File: config.mk
export PLATFORM = sky130hd
export DESIGN_NAME = substring_occurrence_scan_top
export DESIGN_NICKNAME = d
export VERILOG_FILES = /design/src/hdl/sos_pkg.sv /design/src/hdl/sos_match.sv /design/src/hdl/sos_state.sv /design/src/hdl/substring_occurrence_scan_top.sv
export SDC_FILE = /design/constraint.sdc
export NUM_CORES = 1
export LEC_CHECK = 0
export ABC_CLOCK_PERIOD_IN_PS = 7010
export BUFFER_PORTS_ARGS = -buffer_cell sky130_fd_sc_hd__buf_2
export CELL_PAD_IN_SITES_DETAIL_PLACEMENT = 0
export CELL_PAD_IN_SITES_GLOBAL_PLACEMENT = 1
export CORE_MARGIN = 2
export CORE_UTILIZATION = 48
export CTS_CLUSTER_SIZE = 30
export DETAILED_ROUTE_END_ITERATION = 8
export PLACE_DENSITY = 0.84
export SYNTH_ARGS = -nofsm -noshare
export SYNTH_HDL_FRONTEND = slang
export SYNTH_SLANG_ARGS = --single-unit
File: constraint.sdc
create_clock -name clk -period 7.01 [get_ports clk]
set_clock_uncertainty 0.15 [all_clocks]
set_input_delay 1.0515 -clock clk [delete_from_list [all_inputs] [get_ports clk]]
set_output_delay 1.0515 -clock clk [all_outputs]
set_load 0.05 [all_outputs]
File: src/hdl/sos_pkg.sv
// ----------------------------------------------------------------------------
// sos_pkg
// Shared types, constants and helpers of the substring occurrence scanner.
// ----------------------------------------------------------------------------
package sos_pkg;

	// pattern and index sizing
	localparam int MAX_PATTERN = 8;
	localparam int INDEX_BITS  = 16;
	localparam int PIDX_W      = $clog2(MAX_PATTERN);
	localparam int WIN_DEPTH   = MAX_PATTERN - 1;
	localparam int LEN_W       = 4;
	localparam int CFG_DATA_W  = 8 * MAX_PATTERN;
	localparam int CFG_IDX_W   = 1;
	localparam int OUT_W       = 16;

	localparam logic [INDEX_BITS-1:0] IDX_MAX = {INDEX_BITS{1'b1}};

	// configuration register indexes
	typedef enum logic [CFG_IDX_W-1:0] {
		CFG_PATTERN_BYTES  = 1'b0,
		CFG_PATTERN_LENGTH = 1'b1
	} cfg_reg_t;

	typedef logic [INDEX_BITS-1:0] index_t;
	typedef logic [MAX_PATTERN-1:0][7:0] pattern_t;
	typedef logic [WIN_DEPTH-1:0][7:0] window_t;

	// input word
	typedef struct packed {
		logic [7:0] ch;
		logic       is_end;
	} item_t;

	// result word
	typedef struct packed {
		logic [OUT_W-1:0] match_count;
		logic             found;
		logic [OUT_W-1:0] first_index;
		logic [OUT_W-1:0] last_index;
		logic             saturated;
	} result_t;

	// window compare outcome
	typedef struct packed {
		logic   hit;
		index_t start;
	} match_t;

	// pattern length minus one, clamped to 1..MAX_PATTERN
	function automatic logic [PIDX_W-1:0] eff_len_m1(input logic [LEN_W-1:0] plen);
		logic [PIDX_W-1:0] r;
		if (plen == '0) begin
			r = '0;
		end else if (plen > LEN_W'(MAX_PATTERN)) begin
			r = PIDX_W'(MAX_PATTERN - 1);
		end else begin
			r = PIDX_W'(plen - 1'b1);
		end
		return r;
	endfunction

endpackage

File: src/hdl/sos_match.sv
// ----------------------------------------------------------------------------
// sos_match
// Parallel compare of the newest pattern-length characters against the
// configured pattern, with the start index of a hit.
// ----------------------------------------------------------------------------
module sos_match (
	input  sos_pkg::window_t              recent,
	input  logic [7:0]                    ch,
	input  sos_pkg::pattern_t             pattern,
	input  logic [sos_pkg::PIDX_W-1:0]    len_m1,
	input  sos_pkg::index_t               position,
	output sos_pkg::match_t               m
);
	import sos_pkg::*;

	// window after the shift, index 0 is the newest character
	logic [MAX_PATTERN-1:0][7:0] w;
	logic                        all_ok;

	always_comb begin
		w[0] = ch;
		for (int k = 1; k < MAX_PATTERN; k++) begin
			w[k] = recent[k-1];
		end
	end

	// window slot j must equal pattern byte len-1-j for every slot in use
	always_comb begin
		logic [PIDX_W-1:0] pidx;
		all_ok = 1'b1;
		for (int j = 0; j < MAX_PATTERN; j++) begin
			pidx = len_m1 - PIDX_W'(j);
			if ((PIDX_W'(j) <= len_m1) && (w[j] != pattern[pidx])) begin
				all_ok = 1'b0;
			end
		end
	end

	// no hit until enough characters have arrived
	always_comb begin
		m.hit   = all_ok && (position >= INDEX_BITS'(len_m1));
		m.start = position - INDEX_BITS'(len_m1);
	end

endmodule

File: src/hdl/sos_state.sv
// ----------------------------------------------------------------------------
// sos_state
// Running scan state: character window, position, non-overlapping count,
// skip counter, found flag, first and last start and the saturation flag.
// ----------------------------------------------------------------------------
module sos_state (
	input  logic                         clk,
	input  logic                         arst_n,
	input  logic                         adv,
	input  sos_pkg::item_t               item,
	input  sos_pkg::match_t              m,
	input  logic [sos_pkg::PIDX_W-1:0]   len_m1,
	output sos_pkg::window_t             recent,
	output sos_pkg::index_t              position,
	output sos_pkg::result_t             summary
);
	import sos_pkg::*;

	window_t           recent_q;
	index_t            position_q;
	index_t            count_q;
	logic [PIDX_W-1:0] skip_q;
	index_t            first_q;
	index_t            last_q;
	logic              any_q;
	logic              ovf_q;
	logic              ovf_set;

	assign recent   = recent_q;
	assign position = position_q;

	// summary of the string so far
	always_comb begin
		summary.match_count = OUT_W'(count_q);
		summary.found       = any_q;
		summary.first_index = OUT_W'(first_q);
		summary.last_index  = OUT_W'(last_q);
		summary.saturated   = ovf_q;
	end

	// count or position blocked at its maximum
	always_comb begin
		ovf_set = ((skip_q == '0) && m.hit && (count_q == IDX_MAX)) ||
			(position_q == IDX_MAX);
	end

	// state update per word, end word clears the run
	always_ff @(posedge clk or negedge arst_n) begin
		if (!arst_n) begin
			recent_q   <= '0;
			position_q <= '0;
			count_q    <= '0;
			skip_q     <= '0;
			first_q    <= '0;
			last_q     <= '0;
			any_q      <= 1'b0;
			ovf_q      <= 1'b0;
		end else if (adv) begin
			if (item.is_end) begin
				recent_q   <= '0;
				position_q <= '0;
				count_q    <= '0;
				skip_q     <= '0;
				first_q    <= '0;
				last_q     <= '0;
				any_q      <= 1'b0;
				ovf_q      <= 1'b0;
			end else begin
				// window shift
				recent_q[0] <= item.ch;
				for (int k = 1; k < WIN_DEPTH; k++) begin
					recent_q[k] <= recent_q[k-1];
				end
				// overlapping first/last tracking
				if (m.hit) begin
					if (!any_q) begin
						first_q <= m.start;
					end
					last_q <= m.start;
					any_q  <= 1'b1;
				end
				// non-overlapping count with skip window
				if (skip_q != '0) begin
					skip_q <= skip_q - 1'b1;
				end else if (m.hit) begin
					if (count_q != IDX_MAX) begin
						count_q <= count_q + 1'b1;
					end
					skip_q <= len_m1;
				end
				// saturating position
				if (position_q != IDX_MAX) begin
					position_q <= position_q + 1'b1;
				end
				// sticky saturation flag
				if (ovf_set) begin
					ovf_q <= 1'b1;
				end
			end
		end
	end

endmodule

File: src/hdl/substring_occurrence_scan_top.sv
// An end word goes from the input register into the result register, waiting while that one is full.
// Throughput: one word per cycle; only an end word waits, on a full result register.
// The rate is set by the combinational window compare and the registered state update.
// Reset clears the scan state, the stage and result valid flags, and the
// configuration (pattern bytes zero, pattern length one).
// ----------------------------------------------------------------------------
// substring_occurrence_scan_top
// Streaming scanner that counts pattern occurrences in a byte string and
// reports a summary word at each end-of-string word.
// ----------------------------------------------------------------------------
module substring_occurrence_scan_top (
	input  logic                             clk,
	input  logic                             arst_n,
	input  logic                             cfg_we,
	input  logic [sos_pkg::CFG_IDX_W-1:0]    cfg_index,
	input  logic [sos_pkg::CFG_DATA_W-1:0]   cfg_data,
	input  logic                             item_valid,
	output logic                             item_ready,
	input  sos_pkg::item_t                   item,
	output logic                             result_valid,
	input  logic                             result_ready,
	output sos_pkg::result_t                 result
);
	import sos_pkg::*;

	pattern_t          pattern_q;
	logic [LEN_W-1:0]  plen_q;
	logic [PIDX_W-1:0] len_m1;

	logic              valid_s1;
	item_t             item_s1;
	logic              adv;

	window_t           recent;
	index_t            position;
	match_t            m;
	result_t           summary;

	logic              result_valid_q;
	result_t           result_q;

	// configuration registers
	always_ff @(posedge clk or negedge arst_n) begin
		if (!arst_n) begin
			pattern_q <= '0;
			plen_q    <= LEN_W'(1);
		end else if (cfg_we) begin
			case (cfg_reg_t'(cfg_index))
				CFG_PATTERN_BYTES:  pattern_q <= cfg_data;
				CFG_PATTERN_LENGTH: plen_q    <= cfg_data[LEN_W-1:0];
				default: ;
			endcase
		end
	end

	assign len_m1 = eff_len_m1(plen_q);

	// stage 1 advances unless an end word meets a full result register
	assign adv        = valid_s1 && (!item_s1.is_end || !result_valid_q || result_ready);
	assign item_ready = !valid_s1 || adv;

	// input register
	always_ff @(posedge clk or negedge arst_n) begin
		if (!arst_n) begin
			valid_s1 <= 1'b0;
		end else if (item_valid && item_ready) begin
			valid_s1 <= 1'b1;
		end else if (adv) begin
			valid_s1 <= 1'b0;
		end
	end

	always_ff @(posedge clk) begin
		if (item_valid && item_ready) begin
			item_s1 <= item;
		end
	end

	sos_match u_match (
		.recent   (recent),
		.ch       (item_s1.ch),
		.pattern  (pattern_q),
		.len_m1   (len_m1),
		.position (position),
		.m        (m)
	);

	sos_state u_state (
		.clk      (clk),
		.arst_n   (arst_n),
		.adv      (adv),
		.item     (item_s1),
		.m        (m),
		.len_m1   (len_m1),
		.recent   (recent),
		.position (position),
		.summary  (summary)
	);

	// result register
	always_ff @(posedge clk or negedge arst_n) begin
		if (!arst_n) begin
			result_valid_q <= 1'b0;
		end else if (adv && item_s1.is_end) begin
			result_valid_q <= 1'b1;
		end else if (result_ready) begin
			result_valid_q <= 1'b0;
		end
	end

	always_ff @(posedge clk) begin
		if (adv && item_s1.is_end) begin
			result_q <= summary;
		end
	end

	assign result_valid = result_valid_q;
	assign result       = result_q;

	// no match means an all-zero summary
	a_nomatch_zero: assert property (@(posedge clk) disable iff (!arst_n)
		(result_valid && !result.found) |->
		(result.match_count == '0 && result.first_index == '0 && result.last_index == '0))
		else $error("summary without a match is not zero");

	// the first match is always counted
	a_found_counted: assert property (@(posedge clk) disable iff (!arst_n)
		(result_valid && result.found) |-> (result.match_count != '0))
		else $error("match found but count is zero");

	// first start never lies after last start
	a_first_le_last: assert property (@(posedge clk) disable iff (!arst_n)
		result_valid |-> (result.first_index <= result.last_index))
		else $error("first index after last index");

	// a character word in stage 1 never stalls the input
	a_char_no_stall: assert property (@(posedge clk) disable iff (!arst_n)
		(valid_s1 && !item_s1.is_end) |-> item_ready)
		else $error("character word stalled the input");

endmodule

Word-level counts from Yosys, hierarchy flattened

Index checks and enable logic that the tools add are counted.

Flip-flop bits (word level): 254
Input bits: 79

Add/sub/neg operators: 12
$lt $le $gt $ge: 18
Equality and inequality tests: 14
Mux-type cells: 49
Bitwise operators: 1
Reduce and logical (&&, ||, !) cells: 39

Operators by type and width:

| operator                | count |
|---|---|
| $bmux W8 S3             | 8 |
| $mux W16                | 11 |
| $mux W8                 | 8 |
| $ne A8 B8 Y1            | 8 |
| $mux W56                | 1 |
| $add A16 B1 Y16 const B | 2 |
| $eq A16 B16 Y1 const B  | 2 |
| $lt A3 B4 Y1 const B    | 8 |
| $ne A16 B16 Y1 const B  | 2 |
| $ge A16 B3 Y1           | 1 |
| $mux W1                 | 16 |
| $sub A16 B3 Y16         | 1 |
| $mux W3                 | 5 |
| $logic_and A1 B1 Y1     | 14 |
| $le A3 B3 Y1 const A    | 4 |
| $reduce_and A2 Y1       | 6 |
| $reduce_bool A2 Y1      | 6 |
| $sub A3 B3 Y3 const B   | 4 |
| $sub A3 B1 Y3 const B   | 3 |
| $le A1 B3 Y1 const A    | 2 |
| $le A2 B3 Y1 const A    | 2 |
| $reduce_bool A3 Y1      | 2 |
| $sub A3 B2 Y3 const B   | 2 |
| $gt A4 B4 Y1 const B    | 1 |
| 8 further kinds         | 14 |

Longest topological paths before layout

Gate-level depths: netlist of the first run.

Depth in word-level cells: 21
Gate-level depth with buffers: 24
Depth with buffers taken out: 17

Modules after synthesis

From an unflattened synthesis of the first run, not the netlist that was laid out.

Cell total of the unflattened synthesis: 1200
Area, all modules: 14767.9 um^2

Modules (own cells, without submodules):

| module                        | times used | cells an instance | area an instance (um^2) |
|---|---|---|---|
| sos_state                     | 1          | 615               | 5957.0 |
| substring_occurrence_scan_top | 1          | 223               | 4783.3 |
| sos_match                     | 1          | 362               | 4027.6 |

Worst setup path before layout of the first run

Ideal clock, no wire load.

Path type: reg-to-reg
Start: register plen_q[0]
End: register u_state.count_q[10]
Setup time: 124 ps
Arrival: 5428 ps
Required time: 6736 ps
Setup slack: 1308 ps
Stages on the path, launching flop included: 22
Buffers on the path: 5
Clock period less this slack: 5702 ps
Path through: dfstp_2 -> inv_1 -> ha_1 -> nor2b_1 -> o21ai_1 -> clkbuf_1 -> ha_1 -> inv_1 -> clkbuf_1 -> mux4_2 -> mux2i_1 -> xor2_1 -> o2111ai_1 -> nor4b_2 -> a31oi_1 -> or4b_4 -> or2_1 -> buf_6 -> buf_2 -> clkbuf_1 -> o211ai_1 -> nand2_1

Longest elaborated chain between the ends: 18
Elaborated cells on any way between the ends: 64
Those cells by class: add/sub (8); order compare (10); eq/ne (8); mux (26); reduce/logical (12)

Ends and longest elaborated chain:

| element                                                       | line                                | RTL |
|---|---|---|
| start, declared                                               | substring_occurrence_scan_top.sv:27 | `logic [LEN_W-1:0] plen_q;` |
| start signal, assigned                                        | substring_occurrence_scan_top.sv:50 | `CFG_PATTERN_LENGTH: plen_q <= cfg_data[LEN_W-1:0];` |
| $gt A4 B4 Y1 or $sub A3 B1 Y3 (tied branches)                 | sos_pkg.sv:55, sos_pkg.sv:58        |  |
| $mux W3                                                       | sos_pkg.sv:55                       | `end else if (plen > LEN_W'(MAX_PATTERN)) begin` |
| $mux W3 *                                                     | sos_pkg.sv:53                       | `if (plen == '0) begin` |
| $sub A3 B1 Y3 or $bmux W8 S3 (tied branches)                  | sos_match.sv:32, sos_match.sv:33    |  |
| $bmux W8 S3 or $mux W8 (tied branches)                        | sos_match.sv:33                     | `if ((PIDX_W'(j) <= len_m1) && (w[j] != pattern[pidx])) begin` |
| $mux W8 (implied by the code) or $ne A8 B8 Y1 (tied branches) | sos_match.sv:33                     |  |
| $ne A8 B8 Y1 or $logic_and A1 B1 Y1 (tied branches)           | sos_match.sv:33                     |  |
| $logic_and A1 B1 Y1 or $mux W1 (tied branches)                | sos_match.sv:33                     |  |
| $mux W1 (7 in series)                                         | sos_match.sv:33                     |  |
| $logic_and A1 B1 Y1 *                                         | sos_match.sv:41                     | `m.hit = all_ok && (position >= INDEX_BITS'(len_m1));` |
| $reduce_bool A2 Y1 (no line) *                                | n/a                                 |  |
| $reduce_and A4 Y1 (no line) *                                 | n/a                                 |  |
| end signal, assigned                                          | sos_state.sv:87                     | `count_q <= count_q + 1'b1;` |
| end, declared                                                 | sos_state.sv:21                     | `index_t count_q;` |

Mark *: on every way between the ends. The rest lies on a longest branch, timed or not. The select of a mux whose other input is x is not followed.
A chain may end at the register's enable or synchronous reset.

Worst setup path in the final report of the first run

Start: register plen_q[0]
End: register u_state.count_q[13]

Same word-level chain as after synthesis.

==> results.toml, run 1 <==
[outcome]
status = "finished, final reports clean"

[sta]
tightest_slew_ns = 0.959
min_period_over_period_pct = 83.9
final.setup.tns_ns = 0
setup_viol = 0
max_freq_mhz = 170
slew_headroom_pct = 35.8
finalMaxSlewViolations = 0
rsz0062_at_grt = "no"
finalHoldViolCount = 0
hold_ws_ns = 0.311
fin_crit_ns = 5.88

[place]
port_buffers = 130
place.detailed.hpwl_microns = 25300
placed_cell_area_sq_mm = 0.0146
gp_congestion = 0.965

[critical_path]
crit_cells = 15
worstSetupStartpointType = "register"
r2r_cells = 15
critical_path.top_delay_family = "simple AND/OR/NAND/NOR gates"
critPathBufInv = 3
worstPathRequired_ns = 7.35
critPathKind = "reg -> reg"
worstPathArrival_ns = 6.22
critical_path.max_fanout = 46
critical_path.max_stage_delay_ns = 0.62
critPathCaptureType = "register"
r2r_end = "u_state.count_q[13]"
cpMaxStageDelayCell = "or2_2"
critPathLaunch = "plen_q[0]"
r2r-start = "plen_q[0]"
worstPathCellList = "inv_1 > ha_1 > nor2b_1 > a21o_2 > inv_2 > buf_4 > mux2i_1 > o22ai_1 > or3_1 > a2111oi_0 > a31oi_1 > or4b_4 > or2_2 > or4_1 > nand2_1"
rrSetupSlack_ns = 1.13
crit_end = "u_state.count_q[13]"

[clock_tree]
path_clk_slew_ns = 0.06
h-tree-depth = 1
cts.hold.buffers_added = 0
root_buffer = "clkbuf_16"
post_cts_buffers = 0
cts.sinks = 254
clk_latency_ns = 0.56
clk_path_buf_depth = 3
cts_made_buffers = 28
ctsResizeCount = 0
cts_tree = "done"

[synthesis]
ys_seq_area_share_pct = 48.7
synth.avg_cell_area_sq_um = 10.9
synth-edff-count = 59
syn_inst = 1249
yosysTopAreaCell = "dfrtp_1"
synth-warning-count = 0
synth_fp_nets = 1345
synth_top_area_share_pct = 35.6
netlist_area_sq_mm = 0.0136
synth_cell_types = 62
synth.most_common_cell = "dfrtp_1"
ys_top_cells_by_count = "194 x dfrtp_1, 168 x nand2_1, 114 x mux2i_1"
synth-async-reset-ratio_pct = 76.8
yosys_register_bits = 254
synth_area_leaders = "dfrtp_1 36%, edfxtp_1 13%, mux2i_1 8.4%, mux2_2 5.7%, nand2_1 4.6%"
dominantRegCellSynth = "dfrtp_1"

[die]
die_h_microns = 173
num_rows = 61
die-area_sq_mm = 0.0298
die_x_microns = 173
io-pin-count = 131
core_sq_mm = 0.0279
start_util_pct = 49.0

[route]
vias = 10300
vias_per_cell = 5.88
first_pass_iters = 7
drc = 0
antenna_left = 0
drt_iter0_drc = 1129
totalWireLength_microns = 35300
wl_per_cell_microns = 20.2

[global_route]
overflow = 0
grt_max_degree = 72
grt.met1_usage_pct = 33.6
grt_pass1_vias = 9893
use_met2_pct = 38.1
antenna_found_initial = 0
gr-usage-met3_pct = 3.23
grt_usage_pct = 23.7
busiest_layer = "met2"
grt_pass1_wl_microns = 56700

[final_layout]
num_antenna_cells = 0
fin_area_sq_mm = 0.0155
fin_nets = 1445
layout-drive-gt1-share_pct = 21.7
areaGrowthSynthToFinish_pct = 13.6

[power]
ir_worst_vdd_mv = 0.199
cellPowerDensity_mw_per_mm2 = 334
leakagePower_uw = 0.00697

[worst_hold_path]
worst_hold_path_type = "in -> async"

[run]
maxCapViolations = 0
kinds of logic (layout without fill, tap and decap cells):
logic type	count (synthesis)	after routing	share of synthesized area, %
compound gates	155	155	7.62
fa+ha+maj	17	17	1.61
flops	254	254	48.7
buf+inv	100	222	3.14
simple gates	423	423	14.7
xor+xnor	91	91	5.84
mux	209	209	18.3
worst min-delay path by stage:
stage / startpoint / end / slack [ns] / depth (start not counted)
detailed placement: u_state.first_q[1] / result[18] / 0.29 / 0
finish: arst_n / u_state.count_q[8] / 0.31 / 1
global placement: u_state.first_q[1] / result[18] / 0.30 / 0
CTS: u_state.first_q[1] / result[18] / 0.31 / 0
global route: u_state.first_q[6] / result[23] / 0.32 / 0
floorplan: u_state.first_q[0] / result[17] / 0.28 / 0
final cells by class:
| class | instances | area (sq um) |
|---|---|---|
| flip-flops and latches | 254 | 6650 |
| well taps | 378 | 473 |
| clock buffers | 37 | 744 |
| fillers | 2386 | 12400 |
| clock inverters | 15 | 181 |
| multi-input cells | 895 | 6580 |
| inverters | 25 | 93.8 |
| repair buffers | 145 | 772 |
worst register-to-register path, cell delays in order, from the launching register on:
cell and delay (ns):
dfstp_2 0.54, inv_1 0.04, ha_1 0.23, nor2b_1 0.14, a21o_2 0.36, inv_2 0.19
buf_4 0.49, mux2i_1 0.54, o22ai_1 0.16, or3_1 0.37, a2111oi_0 0.48, a31oi_1 0.20
or4b_4 0.58, or2_2 0.62, or4_1 0.61, nand2_1 0.10
stage by stage:
step           power, uW  setup WS, ns  util [%]  std cells
2_1_floorplan       3210          1.31         -       1249
3_3_place_gp        3670          1.34      52.3       1697
3_5_place_dp        3700          1.23      52.3       1697
4_1_cts             5180          1.22      55.6       1749
5_1_grt             5420         0.800      55.6       1749
6_report            5180          1.13      55.6       1749
layer usage:
metal / vias up / routed length [microns]
li1: 4744 / -
met5: - / 0
met3: 96 / 2180
met1: 5016 / 15700
met2: 424 / 16100
met4: 0 / 1260
where the power goes:
group / total (uW) / leakage (uW) / switching [uW] / internal (uW)
combinational: 1860 / 0.00340 / 1120 / 742
clock: 1470 / 0.000449 / 608 / 863
sequential: 1840 / 0.00312 / 154 / 1690
total: 5180 / 0.00697 / 1880 / 3290
flip-flops by register name, summed over array words and instances, names as in the netlist:
name / flops
result_valid: 1
pattern_q: 64
u_state.count_q: 16
u_state.skip_q: 3
u_state.recent: 56
valid_s1: 1
result: 50
u_state.first_q: 16
plen_q: 4
u_state.ovf_q: 1
u_state.last_q: 16
u_state.position: 16
u_state.any_q: 1
item_s1: 9
layout by cell type, fill, tap and decap left out, types with 21 or more instances in the layout:
master	netlist	layout
nand2_1	168	167
dfrtp_1	194	193
clkbuf_16	0	28
mux4_2	26	26
nand3_1	80	80
nor2_1	64	63
buf_2	9	129
xor2_1	29	29
mux2i_1	114	114
xnor2_1	62	62
o22ai_1	44	44
edfxtp_1	59	59
o21ai_0	24	24
inv_1	22	21
mux2_2	69	69
Note: power is estimated with default switching activity, not from simulation.
==> run 2: changes to the inputs <==
ABC_CLOCK_PERIOD_IN_PS = 4900   (was 7010)
CORE_UTILIZATION = 43   (was 48)
PLACE_DENSITY = 0.79   (was 0.84)
clock period = 4.9 ns   (was 7.01 ns; I/O delays follow)
==> results.toml, run 2 (synthesis gave the netlist of run 1 again) <==
[final_layout]
fin_area_sq_mm = 0.0168
largest_register = "pattern_q"
largest_reg_flops = 64
multiInputGateArea_sq_mm = 0.00685
layout-drive-gt1-share_pct = 30.5
final_cell_mix = "193 x dfrtp_1, 165 x nand2_1, 129 x buf_2, 111 x buf_4, 106 x mux2i_1"
areaGrowthSynthToFinish_pct = 23.2
regArea_sq_mm = 0.00665
final_common_cell = "dfrtp_1"
fin_nets = 1552
num_antenna_cells = 0
fillerInstances = 2758
finalNonFillerCells = 1880

[die]
num_rows = 65
die_x_microns = 182
core_sq_mm = 0.0314
die-area_sq_mm = 0.0332
io-pin-count = 131
die_h_microns = 182
start_util_pct = 43.5

[place]
dpl_worst_slack_ns = -0.245
placed_cell_area_sq_mm = 0.0155
place.detailed.hpwl_microns = 27100
port_buffers = 130
dp_cells = 1821
gp_congestion = 0.935

[power]
leakagePower_uw = 0.00757
p_comb_share_pct = 40.3
p_int_uw = 5220
switching_power_uw = 2900
pwr-share-clk_pct = 27.3
seqPwrFrac_pct = 32.4
switching_share_pct = 35.7
ir_worst_vdd_mv = 0.334
cellPowerDensity_mw_per_mm2 = 483

[outcome]
status = "finished, final reports clean"

[global_route]
grt_max_degree = 109
grt_pass1_wl_microns = 58300
grt_usage_pct = 22.3
antenna_found_initial = 0
grt_pass1_vias = 10300
overflow = 0

[clock_tree]
h-tree-depth = 1
clk_path_buf_depth = 3
cts_made_buffers = 28
cts_tree = "done"
cts.hold.buffers_added = 0
root_buffer = "clkbuf_16"
cts.sinks = 254
clk_latency_ns = 0.57
path_clk_slew_ns = 0.06

[sta]
min_period_over_period_pct = 97.2
finalHoldViolCount = 0
max_freq_mhz = 210
tightest_slew_ns = 0.968
slew_headroom_pct = 35.2
setup_ws_ns = 0.137
finalMaxSlewViolations = 0
final.setup.tns_ns = 0
fin_crit_ns = 4.76
setup_viol = 0

[critical_path]
worstPathArrival_ns = 5.11
worstPathRequired_ns = 5.25
worstSetupStartpointType = "register"
critical_path.max_fanout = 19
critPathCaptureType = "register"
critPathKind = "reg -> reg"

[route]
vias_per_cell = 5.66
first_pass_iters = 5
vias = 10600
antenna_left = 0
drc = 0
wl_per_cell_microns = 19.8
totalWireLength_microns = 37200
drt_iter0_drc = 849

[worst_hold_path]
worst_hold_path_type = "in -> async"

[run]
maxCapViolations = 0
## run 2: cell types whose count changed in the layout (fill, tap and decap cells not counted), sizes merged
cell	previous run	this run
buf	144	250
clkbuf	38	35
clkinvlp	1	3
bufinv	3	4
clkinv	9	10
## run 2: layout make-up
cell class	count	share of cell area [%]
flip-flops and latches	254	39.6
repair buffers	252	10.1
clock inverters	19	1.44
clock buffers	33	4.47
inverters	25	0.633
well taps	402	2.99
multi-input cells	895	40.8
## run 2: routing by layer
layer | track usage, % | wire length, microns | up-vias
li1 | - | - | 4975
met1 | 32.2 | 16800 | 5231
met2 | 34.8 | 16800 | 364
met3 | 3.51 | 2370 | 71
met4 | 6.81 | 1150 | 0
met5 | 0 | 0 | -
## run 2: worst max-delay path, cell delays in order (launching register included)
cell and delay (ns):
dfstp_2 0.54, inv_2 0.04, ha_4 0.26, nor2b_2 0.04, o21ai_2 0.22, buf_4 0.17, ha_4 0.21, inv_8 0.09
buf_12 0.12, mux4_2 0.50, xnor2_1 0.14, nor4_1 0.25, and4_1 0.31, a31oi_2 0.13, or4b_4 0.55, or2_4 0.29
buf_12 0.16, or3_1 0.41, a21oi_1 0.13
## run 2: what timing repair did
action | CTS | global route
buffers inserted | 2 | 4
cloned | 0 | 1
endpoints found under the setup margin | 52 | 53
pin swaps | 2 | 15
gates resized for setup | 14 | 40
endpoints found under the hold margin | 0 | 0
## run 2: power by group through the flow
| stage | Sequential [uW] | Combinational (uW) | Clock, uW |
|---|---|---|---|
| floorplan | 2730 | 1900 | 0 |
| global placement | 2650 | 3000 | 0 |
| detailed placement | 2660 | 3040 | 0 |
| CTS | 2620 | 3100 | 2260 |
| global route | 2660 | 3490 | 2360 |
| finish | 2630 | 3270 | 2220 |
## run 2: through the flow
step	power, uW	hold WS, ns	util (%)
2_1_floorplan	4640	0.275	-
6_report	8120	0.103	53.6
3_5_place_dp	5700	0.287	49.3
5_1_grt	8500	0.181	53.6
3_3_place_gp	5650	0.293	49.3
4_1_cts	7990	0.171	52.7
## run 2: worst paths after layout
path                                     from            endpoint  slack (ns)  cells past startpoint
min                                    arst_n       pattern_q[24]        0.10                      1
min reg2reg                u_state.first_q[2]          result[19]        0.30                      0
max in group asynchronous              arst_n  u_state.recent[20]        3.37                      2
min in group clk                      item[2]          item_s1[2]        0.20                      1
max                                 plen_q[0]       u_state.ovf_q        0.14                     18
max reg2reg                         plen_q[0]       u_state.ovf_q        0.14                     18
==> run 3: changes to the inputs <==
--- a/config.mk
+++ b/config.mk
@@ -10,5 +10,5 @@
 export CELL_PAD_IN_SITES_DETAIL_PLACEMENT = 0
 export CELL_PAD_IN_SITES_GLOBAL_PLACEMENT = 1
-export CORE_MARGIN = 2
+export CORE_MARGIN = 10
 export CORE_UTILIZATION = 43
 export CTS_CLUSTER_SIZE = 30
--- a/constraint.sdc
+++ b/constraint.sdc
@@ -3,3 +3,3 @@
 set_input_delay 0.735 -clock clk [delete_from_list [all_inputs] [get_ports clk]]
 set_output_delay 0.735 -clock clk [all_outputs]
-set_load 0.05 [all_outputs]
+set_load 0.1 [all_outputs]
==> results.toml, run 3 (synthesis gave the netlist of run 1 again) <==
[outcome]
status = "finished, final reports clean"

[sta]
max_freq_mhz = 208
finalMaxSlewViolations = 0
slew_headroom_pct = 47.1
setup_ws_ns = 0.103
finalHoldViolCount = 0
tightest_slew_ns = 0.793
setup_viol = 0
min_period_over_period_pct = 97.9
rsz0062_at_grt = "yes"
hold_ws_ns = 0.0748
fin_crit_ns = 4.80

[route]
vias_per_cell = 5.70
wl_per_cell_microns = 20.8
antenna_left = 0
vias = 10700
drc = 0
first_pass_iters = 5
drt_iter0_drc = 738
totalWireLength_microns = 39200

[clock_tree]
cts_tree = "done"
root_buffer = "clkbuf_16"
path_clk_slew_ns = 0.06
clk_path_buf_depth = 3
cts.hold.buffers_added = 0
cts.sinks = 254
cts_made_buffers = 28
h-tree-depth = 1
clk_latency_ns = 0.57

[final_layout]
largest_reg_flops = 64
largest_register = "pattern_q"
fin_nets = 1558
multiInputGateArea_sq_mm = 0.00686
finalNonFillerCells = 1885
regArea_sq_mm = 0.00665
layout-drive-gt1-share_pct = 30.7
final_cell_mix = "193 x dfrtp_1, 167 x nand2_1, 129 x buf_2, 109 x buf_4, 105 x mux2i_1"
final_common_cell = "dfrtp_1"
fillerInstances = 2762
num_antenna_cells = 0
areaGrowthSynthToFinish_pct = 23.6

[place]
dp_cells = 1825
port_buffers = 130
gp_congestion = 0.994
dpl_worst_slack_ns = -0.312
place.detailed.hpwl_microns = 28800

[power]
cellPowerDensity_mw_per_mm2 = 490
ir_worst_vdd_mv = 0.299
leakagePower_uw = 0.00758

[critical_path]
crit_end = "u_state.count_q[12]"
critPathKind = "reg -> reg"
worstPathRequired_ns = 5.26
worstPathCellList = "inv_2 > ha_4 > nor2b_1 > a21o_2 > inv_4 > buf_12 > buf_12 > mux2i_1 > buf_4 > mux4_2 > xnor2_1 > nor4_1 > buf_4 > a22oi_1 > a2111o_1 > or2_4 > buf_12 > or4_1 > nand2_1"
critical_path.max_fanout = 18
critPathLaunch = "plen_q[0]"
cpMaxStageDelayCell = "mux4_2"
rrSetupSlack_ns = 0.10
worstPathArrival_ns = 5.16
worstSetupStartpointType = "register"
r2r_cells = 19
r2r_end = "u_state.count_q[12]"
crit_top_cell = "buf_12"
critical_path.max_stage_delay_ns = 0.55
r2r-start = "plen_q[0]"
critPathCaptureType = "register"

[global_route]
busiest_layer = "met2"
grt_pass1_vias = 10600
grt_max_degree = 93
gr-usage-met3_pct = 3.19
antenna_found_initial = 0
grt_usage_pct = 19.7
overflow = 0
use_met2_pct = 31.2
grt.met1_usage_pct = 27.2
grt_pass1_wl_microns = 61700

[worst_hold_path]
worst_hold_path_type = "in -> async"

[run]
maxCapViolations = 0

[die]
core_sq_mm = 0.0315
die-area_sq_mm = 0.0393
num_rows = 65
die_x_microns = 198
die_h_microns = 198
start_util_pct = 43.4
io-pin-count = 131
run 3: changes by cell type in the layout (fill, tap and decap cells not counted), sizes merged:
| cell | change |
|---|---|
| clkinv | -2 |
| buf | +5 |
| clkbuf | +3 |
| bufinv | -3 |
| clkinvlp | +1 |
| inv | +1 |
run 3: layout make-up:
cell class	count	area share, %
multi-input cells	895	40.7
flip-flops and latches	254	39.4
repair buffers	258	10.8
clock buffers	35	4.49
well taps	402	2.98
clock inverters	16	1.00
inverters	25	0.586
run 3: worst min-delay path by stage:
| stage | slack [ns] | cells past startpoint | from | endpoint |
|---|---|---|---|---|
| after global routing | 0.14 | 1 | arst_n | u_state.recent[41] |
| after global placement | 0.29 | 0 | u_state.first_q[4] | result[21] |
| after CTS | 0.11 | 1 | arst_n | u_state.count_q[8] |
| after floorplan | 0.28 | 0 | u_state.first_q[0] | result[17] |
| final | 0.07 | 1 | arst_n | u_state.recent[41] |
| after detailed placement | 0.30 | 0 | u_state.first_q[4] | result[21] |
run 3: critical path, delay by kind of cell (launching register included):
kind,cells,cell delay [ns]
adder cells (fa/ha/maj),1,0.15
multiplexers,2,0.64
AND/OR/NAND/NOR,5,1.36
XOR/XNOR,1,0.18
flip-flops,1,0.53
AO/OA/AOI/OAI,3,0.76
buffers and inverters,7,0.97
run 3: power by group:
| part | switching, uW | internal, uW |
|---|---|---|
| Combinational | 2020 | 1540 |
| Sequential | 211 | 2410 |
| Clock | 906 | 1170 |
| Total | 3140 | 5120 |
run 3: through the flow:
step           TNS (ns)  area (sq um)  utilization, %  total power [uW]
2_1_floorplan         0         13700               -              4790
3_3_place_gp      -7.96         15600            49.4              5940
3_5_place_dp     -10.10         15600            49.4              5970
4_1_cts               0         16600            52.7              8140
5_1_grt          -0.864         16900            53.6              8660
6_report              0         16900            53.6              8260
run 3: timing repair:
item,4_1_cts,5_1_grt
setup endpoints to repair,52,51
resized for setup,17,40
cloned,0,2
pin swaps,0,24
setup buffers,0,7
run 3: layer usage:
layer,share of wire [%],routed length [microns]
met5,0,0
met4,2.7,1080
met2,46,18000
met1,45,17600
met3,6.5,2530
